==> src/hdl/mtp_pkg.sv <==
// ----------------------------------------------------------------------------
// mtp_pkg
// Shared types, command codes and register indexes of the match timer.
// ----------------------------------------------------------------------------
package mtp_pkg;

  // Default width of the timer count
  localparam int MTP_COUNT_BITS = 32;

  // Field widths
  localparam int CMD_W  = 2;
  localparam int IDX_W  = 3;
  localparam int DATA_W = 32;
  localparam int ACT_W  = 3;

  // Commands
  localparam logic [CMD_W-1:0] CMD_TICK  = 2'd0;
  localparam logic [CMD_W-1:0] CMD_READ  = 2'd1;
  localparam logic [CMD_W-1:0] CMD_WRITE = 2'd2;

  // Register word indexes
  localparam logic [IDX_W-1:0] REG_FLAG        = 3'd0;
  localparam logic [IDX_W-1:0] REG_CONTROL     = 3'd1;
  localparam logic [IDX_W-1:0] REG_COUNT       = 3'd2;
  localparam logic [IDX_W-1:0] REG_PRESCALE    = 3'd3;
  localparam logic [IDX_W-1:0] REG_MATCH_CTRL  = 3'd5;
  localparam logic [IDX_W-1:0] REG_MATCH_VALUE = 3'd6;

  // Unmapped word indexes: read zero, ignore writes
  localparam logic [IDX_W-1:0] REG_SPARE_LO = 3'd4;
  localparam logic [IDX_W-1:0] REG_SPARE_HI = 3'd7;

  // Bit positions in the control, match control and flag registers
  localparam int CTRL_ENABLE_BIT = 0;
  localparam int CTRL_RESET_BIT  = 1;
  localparam int ACT_IRQ_BIT     = 0;
  localparam int ACT_RESET_BIT   = 1;
  localparam int ACT_STOP_BIT    = 2;
  localparam int FLAG_CLEAR_BIT  = 0;

  typedef struct packed {
    logic [CMD_W-1:0]  cmd;
    logic [IDX_W-1:0]  reg_index;
    logic [DATA_W-1:0] write_data;
  } mtp_item_t;

  typedef struct packed {
    logic [DATA_W-1:0] read_data;
    logic              irq_pending;
  } mtp_result_t;

endpackage

==> src/hdl/mtp_if.sv <==
// ----------------------------------------------------------------------------
// mtp_if
// Valid/ready channels carrying timer items and timer results.
// ----------------------------------------------------------------------------
interface mtp_item_if import mtp_pkg::*; ();
  logic              valid;
  logic              ready;
  logic [CMD_W-1:0]  cmd;
  logic [IDX_W-1:0]  reg_index;
  logic [DATA_W-1:0] write_data;

  modport source (output valid, output cmd, output reg_index, output write_data,
                  input ready);
  modport sink (input valid, input cmd, input reg_index, input write_data,
                output ready);
endinterface

interface mtp_result_if import mtp_pkg::*; ();
  logic              valid;
  logic              ready;
  logic [DATA_W-1:0] read_data;
  logic              irq_pending;

  modport source (output valid, output read_data, output irq_pending,
                  input ready);
  modport sink (input valid, input read_data, input irq_pending,
                output ready);
endinterface

==> src/hdl/mtp_core.sv <==
// ----------------------------------------------------------------------------
// mtp_core
// Timer state: flag, control, prescaler, count and match registers, updated
// by one tick, read or write per accepted transfer.
// ----------------------------------------------------------------------------
module mtp_core import mtp_pkg::*; #(
  parameter int COUNT_BITS = MTP_COUNT_BITS
) (
  input  logic        clk,
  input  logic        rst,
  input  logic        accept,
  input  mtp_item_t   item,
  output mtp_result_t result
);

  localparam int CMP_W = (COUNT_BITS > DATA_W) ? COUNT_BITS : DATA_W;

  logic                  match_flag, match_flag_next;
  logic                  count_enable, count_enable_next;
  logic                  count_reset, count_reset_next;
  logic [COUNT_BITS-1:0] timer_count, timer_count_next;
  logic [DATA_W-1:0]     prescale_limit, prescale_limit_next;
  logic [DATA_W-1:0]     prescale_count, prescale_count_next;
  logic [ACT_W-1:0]      match_actions, match_actions_next;
  logic [DATA_W-1:0]     match_value, match_value_next;

  logic [COUNT_BITS-1:0] count_inc;
  logic                  count_hit;
  logic [DATA_W-1:0]     read_data;

  // Advanced count and its compare with the match value
  assign count_inc = timer_count + COUNT_BITS'(1);
  assign count_hit = (CMP_W'(count_inc) == CMP_W'(match_value));

  // Work out the state after this item and the read value
  always_comb begin
    match_flag_next     = match_flag;
    count_enable_next   = count_enable;
    count_reset_next    = count_reset;
    timer_count_next    = timer_count;
    prescale_limit_next = prescale_limit;
    prescale_count_next = prescale_count;
    match_actions_next  = match_actions;
    match_value_next    = match_value;
    read_data           = '0;
    case (item.cmd)
      CMD_TICK: begin
        if (count_reset) begin
          timer_count_next    = '0;
          prescale_count_next = '0;
        end else if (count_enable) begin
          if (prescale_count < prescale_limit) begin
            prescale_count_next = prescale_count + DATA_W'(1);
          end else begin
            prescale_count_next = '0;
            timer_count_next    = count_inc;
            if (count_hit) begin
              if (match_actions[ACT_IRQ_BIT]) match_flag_next = 1'b1;
              if (match_actions[ACT_RESET_BIT]) timer_count_next = '0;
              if (match_actions[ACT_STOP_BIT]) count_enable_next = 1'b0;
            end
          end
        end
      end
      CMD_READ: begin
        case (item.reg_index)
          REG_FLAG:        read_data = DATA_W'(match_flag);
          REG_CONTROL:     read_data = DATA_W'({count_reset, count_enable});
          REG_COUNT:       read_data = DATA_W'(timer_count);
          REG_PRESCALE:    read_data = prescale_limit;
          REG_MATCH_CTRL:  read_data = DATA_W'(match_actions);
          REG_MATCH_VALUE: read_data = match_value;
          default:         read_data = '0;
        endcase
      end
      CMD_WRITE: begin
        case (item.reg_index)
          REG_FLAG: begin
            if (item.write_data[FLAG_CLEAR_BIT]) match_flag_next = 1'b0;
          end
          REG_CONTROL: begin
            count_enable_next = item.write_data[CTRL_ENABLE_BIT];
            count_reset_next  = item.write_data[CTRL_RESET_BIT];
            if (item.write_data[CTRL_RESET_BIT]) begin
              timer_count_next    = '0;
              prescale_count_next = '0;
            end
          end
          REG_PRESCALE:    prescale_limit_next = item.write_data;
          REG_MATCH_CTRL:  match_actions_next  = item.write_data[ACT_W-1:0];
          REG_MATCH_VALUE: match_value_next    = item.write_data;
          default: begin
          end
        endcase
      end
      default: begin
      end
    endcase
  end

  // Update state on each accepted transfer
  always_ff @(posedge clk) begin
    if (rst) begin
      match_flag     <= 1'b0;
      count_enable   <= 1'b0;
      count_reset    <= 1'b0;
      timer_count    <= '0;
      prescale_limit <= '0;
      prescale_count <= '0;
      match_actions  <= '0;
      match_value    <= '0;
    end else if (accept) begin
      match_flag     <= match_flag_next;
      count_enable   <= count_enable_next;
      count_reset    <= count_reset_next;
      timer_count    <= timer_count_next;
      prescale_limit <= prescale_limit_next;
      prescale_count <= prescale_count_next;
      match_actions  <= match_actions_next;
      match_value    <= match_value_next;
    end
  end

  assign result.read_data   = read_data;
  assign result.irq_pending = match_flag_next;

  // Counters stay cleared while held in reset
  a_hold_clear: assert property (@(posedge clk) disable iff (rst)
    count_reset |-> (timer_count == '0) && (prescale_count == '0))
    else $error("counters not cleared while held in reset");

  // The flag is only raised by a tick
  a_flag_by_tick: assert property (@(posedge clk) disable iff (rst)
    $rose(match_flag) |-> $past(accept) && ($past(item.cmd) == CMD_TICK))
    else $error("match flag raised without a tick");

  // Counting stops only through a tick or a control write
  a_stop_cause: assert property (@(posedge clk) disable iff (rst)
    $fell(count_enable) |-> $past(accept) &&
      (($past(item.cmd) == CMD_TICK) || ($past(item.cmd) == CMD_WRITE)))
    else $error("counting stopped without cause");

endmodule

==> src/hdl/match_timer_with_prescaler_top.sv <==
// ----------------------------------------------------------------------------
// match_timer_with_prescaler_top
// Prescaled timer with one match register behind a word register map.
// ----------------------------------------------------------------------------
// Each transfer on req is a timer tick, a register read or a register write,
// and each yields exactly one transfer on rsp from the result register, carrying the
// read value (zero for ticks and writes) and the interrupt flag after the
// item. The block takes one item per cycle: the state update is a single
// pass of logic from the accepted item into the state and the result
// register, and req stays ready as long as the result register is empty or
// being emptied in the same cycle.
module match_timer_with_prescaler_top import mtp_pkg::*; #(
  parameter int COUNT_BITS = MTP_COUNT_BITS
) (
  input logic             clk,
  input logic             rst,
  mtp_item_if.sink        req,
  mtp_result_if.source    rsp
);

  logic        accept;
  mtp_item_t   item;
  mtp_result_t result;
  mtp_result_t out_data;
  logic        out_valid;

  // Take a new item whenever the result register is free or draining
  assign req.ready = !out_valid || rsp.ready;
  assign accept    = req.valid && req.ready;

  assign item.cmd        = req.cmd;
  assign item.reg_index  = req.reg_index;
  assign item.write_data = req.write_data;

  mtp_core #(
    .COUNT_BITS (COUNT_BITS)
  ) u_core (
    .clk    (clk),
    .rst    (rst),
    .accept (accept),
    .item   (item),
    .result (result)
  );

  // Result register
  always_ff @(posedge clk) begin
    if (rst) begin
      out_valid <= 1'b0;
    end else if (accept) begin
      out_valid <= 1'b1;
    end else if (rsp.ready) begin
      out_valid <= 1'b0;
    end
  end

  always_ff @(posedge clk) begin
    if (accept) begin
      out_data <= result;
    end
  end

  assign rsp.valid       = out_valid;
  assign rsp.read_data   = out_data.read_data;
  assign rsp.irq_pending = out_data.irq_pending;

  // Every accepted item yields a result in the next cycle
  a_result_follows: assert property (@(posedge clk) disable iff (rst)
    accept |=> rsp.valid)
    else $error("accepted item produced no result");

  // Undefined offsets read zero
  a_undef_zero: assert property (@(posedge clk) disable iff (rst)
    accept && (req.cmd == CMD_READ) &&
      ((req.reg_index == REG_SPARE_LO) || (req.reg_index == REG_SPARE_HI))
      |=> (rsp.read_data == '0))
    else $error("undefined offset read non-zero");

  // A clearing write to the flag register leaves the interrupt low
  a_flag_clear: assert property (@(posedge clk) disable iff (rst)
    accept && (req.cmd == CMD_WRITE) && (req.reg_index == REG_FLAG) &&
      req.write_data[FLAG_CLEAR_BIT] |=> !rsp.irq_pending)
    else $error("flag not cleared by write");

endmodule
==> src/flat_wrapper.sv <==
// flat-port wrapper written by rule: the top's interface ports become plain ports
module match_timer_with_prescaler_top_flat import mtp_pkg::*;
#(
  parameter int COUNT_BITS = MTP_COUNT_BITS
)
  (clk, rst, req_valid, req_cmd, req_reg_index, req_write_data, req_ready, rsp_valid, rsp_read_data, rsp_irq_pending, rsp_ready);
  mtp_item_if req_i ();
  mtp_result_if rsp_i ();
  input logic clk;
  input logic rst;
  input wire logic [$bits(req_i.valid)-1:0] req_valid;
  input wire logic [$bits(req_i.cmd)-1:0] req_cmd;
  input wire logic [$bits(req_i.reg_index)-1:0] req_reg_index;
  input wire logic [$bits(req_i.write_data)-1:0] req_write_data;
  output wire logic [$bits(req_i.ready)-1:0] req_ready;
  output wire logic [$bits(rsp_i.valid)-1:0] rsp_valid;
  output wire logic [$bits(rsp_i.read_data)-1:0] rsp_read_data;
  output wire logic [$bits(rsp_i.irq_pending)-1:0] rsp_irq_pending;
  input wire logic [$bits(rsp_i.ready)-1:0] rsp_ready;
  assign req_i.valid = req_valid;
  assign req_i.cmd = req_cmd;
  assign req_i.reg_index = req_reg_index;
  assign req_i.write_data = req_write_data;
  assign req_ready = req_i.ready;
  assign rsp_valid = rsp_i.valid;
  assign rsp_read_data = rsp_i.read_data;
  assign rsp_irq_pending = rsp_i.irq_pending;
  assign rsp_i.ready = rsp_ready;
  match_timer_with_prescaler_top #(.COUNT_BITS(COUNT_BITS)) u_core (.clk(clk), .rst(rst), .req(req_i), .rsp(rsp_i));
endmodule
==> config.mk <==
export PLATFORM = sky130hd
export DESIGN_NAME = match_timer_with_prescaler_top_flat
export DESIGN_NICKNAME = d
export VERILOG_FILES = /design/src/hdl/mtp_pkg.sv /design/src/hdl/mtp_if.sv /design/src/hdl/mtp_core.sv /design/src/hdl/match_timer_with_prescaler_top.sv /design/src/flat_wrapper.sv
export SDC_FILE = /design/constraint.sdc
export NUM_CORES = 1
export LEC_CHECK = 0
export ABC_CLOCK_PERIOD_IN_PS = 3900
export BUFFER_PORTS_ARGS = -buffer_cell sky130_fd_sc_hd__buf_2
export CORE_MARGIN = 2
export CORE_UTILIZATION = 60
export DETAILED_ROUTE_END_ITERATION = 6
export PLACE_DENSITY_LB_ADDON = 0.08
export SETUP_SLACK_MARGIN = 0.05
export SYNTH_ARGS = -nofsm -noshare
export SYNTH_HDL_FRONTEND = slang
export SYNTH_SLANG_ARGS = --single-unit
==> constraint.sdc <==
create_clock -name clk -period 3.9 [get_ports clk]
set_input_delay 0.975 -clock clk [delete_from_list [all_inputs] [get_ports clk]]
set_output_delay 0.975 -clock clk [all_outputs]
set_load 0.005 [all_outputs]
==> results of run 1 <==
[cells in the mapped netlist, types with 3 or more instances]
master	number
a21oi_1	134
nand4_1	28
inv_1	46
and2_1	5
clkbuf_1	60
xor2_1	45
nand2_1	203
ha_1	33
o21a_1	5
dfxtp_1	135
edfxtp_1	33
a211oi_1	4
nor4_1	12
buf_2	12
or3_1	13
a31oi_1	6
and4_1	5
o21ai_0	17
nor2b_1	7
and3_1	20
o31ai_1	4
o311ai_0	3
nand2b_1	10
nor2_1	138
nand3_1	36
xnor2_1	46
nor3_1	14
or4_1	5
nand3b_1	3
mux2i_1	37
[cell type report]
class | instances | area, um2 | share of cell area
Inverter | 46 | 173 | 0.0167
Multi-Input combinational cell | 864 | 5040 | 0.488
Clock buffer | 18 | 429 | 0.0416
Clock inverter | 13 | 153 | 0.0148
Tap cell | 188 | 235 | 0.0228
Sequential cell | 168 | 3690 | 0.358
Timing Repair Buffer | 103 | 598 | 0.0579
[per-layer routing]
metal	global-route usage	up-vias	part of all wire
met5	0	-	0
met4	0.102	0	0.028
met3	0.0501	47	0.050
met2	0.535	265	0.48
met1	0.414	3900	0.44
li1	-	4026	-
[worst register-to-register path: stages (launching register included)]
cell and delay (ns):
dfxtp_1 0.54, ha_1 0.31, nand3_1 0.31, nor3_1 0.68
xnor2_1 0.19, nand4b_1 0.15, a211oi_1 0.31, nand4_1 0.19
or2_1 0.29, or4_1 0.53, a21oi_1 0.15
[state kept, by name, summed over array words and instances, names as in the netlist]
signal                        count
u_core.u_core.count_enable        1
u_core.rsp.valid                  1
u_core.u_core.timer_count        32
u_core.u_core.match_value        32
u_core.rsp.read_data             32
u_core.u_core.prescale_count     32
u_core.u_core.match_flag          1
u_core.rsp.irq_pending            1
u_core.u_core.count_reset         1
u_core.u_core.prescale_limit     32
u_core.u_core.match_actions       3
[stage by stage]
| step | total power (uW) | instances | worst slack, ns | utilization |
|---|---|---|---|---|
| 3_5_place_dp | 2040 | 1369 | 0.329 | 0.645 |
| 2_1_floorplan | 1950 | 1155 | 0.340 | - |
| 5_1_grt | 3800 | 1400 | 0.0793 | 0.684 |
| 3_3_place_gp | 2040 | 1369 | 0.371 | 0.645 |
| 4_1_cts | 3720 | 1400 | 0.277 | 0.684 |
| 6_report | 3700 | 1400 | 0.203 | 0.684 |
[worst max-delay path by stage]
stage,to,slack [ns],cells after the start
global route,u_core.u_core.match_flag$_SDFFE_PP0P_,0.08,10
global placement,u_core.u_core.match_flag$_SDFFE_PP0P_,0.37,10
detailed placement,u_core.u_core.match_flag$_SDFFE_PP0P_,0.33,10
CTS,u_core.u_core.match_flag$_SDFFE_PP0P_,0.28,10
finish,u_core.u_core.match_flag$_SDFFE_PP0P_,0.20,10
floorplan,u_core.u_core.prescale_count[27]$_SDFFE_PP0P_,0.34,10
[power by group]
group          internal [uW]  leakage (uW)  total, uW  switching (uW)
combinational           68.8       0.00215        205             137
clock                   1000      0.000279       1690             691
sequential              1790       0.00142       1800            11.3
total                   2860       0.00385       3700             839
[logic make-up after synthesis]
kind of cell    Yosys count  share of synthesized area
simple gates            509                      0.253
compound gates          191                      0.116
flops                   168                      0.401
buf+inv                 123                     0.0528
xor+xnor                 91                     0.0865
mux                      40                     0.0455
fa+ha+maj                33                     0.0448
==> out/qor.yml, run 1 <==
sta:
  relSlewSlack: 0.533
  hold_viol: 0
  period_share: 0.948
  fin_crit_ns: 3.70
  fin_tns_setup_ns: 0
  fin_skew_ns: 0.00954
  rsz0062_at_grt: "no"
  worst_pin_slew_ns: 0.696
  finalSetupViolCount: 0
  fmax_mhz: 270
  drv_slew: 0
  holdWs_ns: 0.476
clocking:
  cts-root-buf: "clkbuf_16"
  numCtsBuffers: 17
  clk_path_buf_depth: 2
  clkSinkCount: 168
  post_cts_buffers: 0
  clk_pin_slew_ns: 0.07
  htree_num_levels: 4
  cts_tree: "built"
  hold_buffers: 0
  insertion_delay_ns: 0.42
  post_cts_resized: 0
global_routing:
  grt_max_degree: 43
  overflow: 0
  grtUsageTotal: 0.315
  grt_pass1_wl_um: 40100
  grt_pass1_vias: 7733
  antenna_found_initial: 0
worst_setup_path:
  worst-path-max-fanout: 9
  rrSetupSlack_ns: 0.20
  required_ns: 4.25
  cp_slowest_cell: "nor3_1"
  cp_num_buf_inv: 0
  path_delay_family: "simple AND/OR/NAND/NOR gates"
  r2r_start: "u_core.u_core.timer_count[0]$_SDFFE_PP0P_"
  crit_chain: "ha_1 -> nand3_1 -> nor3_1 -> xnor2_1 -> nand4b_1 -> a211oi_1 -> nand4_1 -> or2_1 -> or4_1 -> a21oi_1"
  critPathLaunch: "u_core.u_core.timer_count[0]$_SDFFE_PP0P_"
  start_kind: "flop"
  r2r_cells: 10
  slowest_delay_ns: 0.68
  arrival_ns: 4.04
  r2r-end: "u_core.u_core.match_flag$_SDFFE_PP0P_"
  endpoint_kind: "flop"
  critical_path_class: "reg -> reg"
synthesis:
  async_reset_ff_frac: 0
  synth_ff_type: "dfxtp_1"
  synth_warnings: 0
  yosysTopAreaCell: "dfxtp_1"
  syn-cell-area_um2: 9220
  ys_seq_area_frac: 0.401
  synth_cell_types: 55
  synth_top_area_frac: 0.293
  synth.avg_cell_area_um2: 7.98
  synth-seq-cells: 168
  synthesis.nets: 1229
  synth-edff-count: 33
  synthTopCellsByArea: "dfxtp_1, edfxtp_1, nand2_1"
  netlist_instances: 1155
cells_and_area:
  final_cell_mix: "nand2_1, nor2_1, dfxtp_1"
  n_antenna_cell: 0
  final_area_um2: 10300
  fill_cells: 1296
  final_net_count: 1274
  area_growth_syn_to_layout_pct: 12.0
  drive_gt1_frac: 0.115
  final_common_cell: "nand2_1"
flow_run:
  maxCapViolations: 0
placement:
  dp_hpwl_um: 18400
  place_congestion: 0.911
  placedInstanceArea_um2: 9740
  io_buffers: 75
die:
  dieArea_um2: 16400
  core-area_um2: 15100
  rows: 45
  chipWidth_um: 128
  start_util: 0.611
  fp.dieH_um: 128
  pin_count: 76
worst_hold_path:
  worstHoldStart: "u_core.u_core.prescale_limit[15]$_SDFFE_PP0P_"
  min_path_type: "reg -> reg"
  min_path_cells: 2
  holdPathEnd: "u_core.u_core.prescale_limit[15]$_SDFFE_PP0P_"
power:
  leakagePower_uw: 0.00385
  powerDensity_nw_per_um2: 358
  max-vdd-ir-drop_uv: 316
drt:
  drt_iter0_markers: 963
  vias: 8238
  ant_nets: 0
  dr.pass1.iters: 5
  drc: 0
  wl_per_cell_um: 18.0
  viasPerCell: 5.88
  wl_um: 25200
status:
  status: "finished clean"
Power figures use the tool's default switching activity.
==> run 2, diff against run 1 <==
CORE_UTILIZATION = 62   (was 60)
CTS_BUF_LIST = sky130_fd_sc_hd__clkbuf_8   (was not set)
==> out/qor.yml, run 2 (synthesis results as in run 1) <==
worst_setup_path:
  r2r_cells: 9  # -1
  r2r-end: "u_core.u_core.match_flag$_SDFFE_PP0P_"
  r2r_start: "u_core.u_core.timer_count[4]$_SDFFE_PP0P_"
  endpoint_kind: "flop"
  arrival_ns: 3.99  # -0.05 ns
  worst-path-max-fanout: 10  # +1
  critical_path_class: "reg -> reg"
  rrSetupSlack_ns: 0.31  # +0.11 ns
  required_ns: 4.30  # +0.05 ns
  start_kind: "flop"
global_routing:
  overflow: 0  # unchanged
  antenna_found_initial: 0  # unchanged
  grt_max_degree: 42  # -2.3%
  grtUsageTotal: 0.323  # +0.00761
  grt_pass1_vias: 7771  # +0.49%
  grt_pass1_wl_um: 40500  # +0.96%
sta:
  relSlewSlack: 0.558  # +0.0256
  fin_skew_ns: 0.00893  # -0.000613 ns
  rsz0062_at_grt: "no"
  holdWs_ns: 0.479  # +0.00317 ns
  fmax_mhz: 278  # +2.9%
  worst_pin_slew_ns: 0.663  # -0.0331 ns
  fin_crit_ns: 3.59  # -0.105 ns
  fin_ws_ns: 0.308  # +0.105 ns
  period_share: 0.921  # -0.0270
  drv_slew: 0  # unchanged
  fin_tns_setup_ns: 0  # unchanged
  hold_viol: 0  # unchanged
  finalSetupViolCount: 0  # unchanged
cells_and_area:
  n_antenna_cell: 0  # unchanged
  multi_input_comb_area_um2: 5060  # +0.32%
  final_net_count: 1276  # +0.16%
  fill_cells: 1251  # -3.5%
  area_growth_syn_to_layout_pct: 10.8
  seq_area_um2: 3690  # unchanged
  final_cell_mix: "nand2_1, nor2_1, dfxtp_1"
  final_area_um2: 10200  # -1.1%
  drive_gt1_frac: 0.120  # +0.00548
  final_common_cell: "nand2_1"
placement:
  dp_worst_setup_slack_ns: 0.240  # -0.0894 ns
  io_buffers: 75  # unchanged
  placedInstanceArea_um2: 9750  # +0.10%
  place_congestion: 0.931  # +2.2%
  dp_hpwl_um: 18300  # -0.52%
status:
  status: "finished clean"
power:
  powerDensity_nw_per_um2: 331  # -7.5%
  leakagePower_uw: 0.00380  # -1.3%
  max-vdd-ir-drop_uv: 247  # -22%
  p_total_uw: 3380  # -8.6%
worst_hold_path:
  min_path_type: "reg -> reg"
  min_path_cells: 2  # unchanged
  worstHoldStart: "u_core.u_core.prescale_limit[22]$_SDFFE_PP0P_"
  holdPathEnd: "u_core.u_core.prescale_limit[22]$_SDFFE_PP0P_"
drt:
  dr.pass1.iters: 5  # unchanged
  vias: 8346  # +1.3%
  ant_nets: 0  # unchanged
  wl_per_cell_um: 17.9  # -0.53%
  wl_um: 25000  # -0.60%
  drt_iter0_markers: 723  # -25%
  viasPerCell: 5.97  # +1.4%
  drc: 0  # unchanged
die:
  pin_count: 76  # unchanged
  chipWidth_um: 126  # -1.6%
  fp.dieH_um: 126  # -1.6%
  core-area_um2: 14500  # -3.7%
  start_util: 0.634  # +0.0233
  dieArea_um2: 15900  # -3.1%
  rows: 44  # -2.2%
clocking:
  insertion_delay_ns: 0.48  # +0.06 ns
  htree_num_levels: 4  # unchanged
  clk_path_buf_depth: 2  # unchanged
  clkSinkCount: 168  # unchanged
  numCtsBuffers: 17  # unchanged
  cts-root-buf: "clkbuf_8"
  post_cts_buffers: 0  # unchanged
  cts_tree: "built"
  hold_buffers: 0  # unchanged
  clk_pin_slew_ns: 0.08  # about the same
flow_run:
  maxCapViolations: 0  # unchanged
[run 2: layer usage]
layer  track usage  share of wire  vias to the layer above  wire [um]
met5             0              0                        -          0
met4         0.116          0.032                        0        802
met3        0.0599          0.063                       54       1590
met2         0.532           0.47                      307      11900
met1         0.427           0.43                     3952      10800
li1              -              -                     4033          -
[run 2: worst max-delay path by stage]
stage,start,endpoint
floorplan,req_reg_index[1],u_core.u_core.prescale_count[27]$_SDFFE_PP0P_
global placement,req_reg_index[1],u_core.u_core.prescale_count[31]$_SDFFE_PP0P_
detailed placement,req_reg_index[1],u_core.u_core.prescale_count[27]$_SDFFE_PP0P_
CTS,u_core.u_core.timer_count[0]$_SDFFE_PP0P_,u_core.u_core.match_flag$_SDFFE_PP0P_
global route,u_core.u_core.prescale_limit[23]$_SDFFE_PP0P_,u_core.u_core.timer_count[26]$_SDFFE_PP0P_
finish,u_core.u_core.timer_count[4]$_SDFFE_PP0P_,u_core.u_core.match_flag$_SDFFE_PP0P_
[run 2: metrics by stage]
| stage | instances | util |
|---|---|---|
| global placement | 1367 | 0.671 |
| global route | 1399 | 0.702 |
| detailed placement | 1367 | 0.671 |
| CTS | 1399 | 0.701 |
| floorplan | 1155 | - |
| finish | 1399 | 0.702 |
[run 2: area by class of cell]
cell class / count / share of cell area
clock inverter: 13 / 0.0175
tap: 184 / 0.0225
timing repair buffer: 105 / 0.0600
clock buffer: 19 / 0.0256
inverter: 46 / 0.0169
sequential: 168 / 0.362
multi-input combinational: 864 / 0.496
[run 2: what timing repair did]
item                                    CTS  global route
hold endpoints to repair                  0             0
endpoints found under the setup margin    0             1
resized for setup                         0             4
[run 2: worst max-delay path, cell delays in order, from the launching register on]
cell	delay, ns
dfxtp_1	0.53
nand3_1	0.28
or4_4	0.66
or4_4	0.58
xnor2_1	0.18
and4_1	0.27
nand2_1	0.06
or2_1	0.28
or4_1	0.53
a21oi_1	0.14
[run 2: where the power goes]
part / total, uW / switching [uW] / internal, uW
registers: 1800 / 11.8 / 1790
logic: 204 / 135 / 68.4
clock network: 1380 / 651 / 727
total: 3380 / 798 / 2580
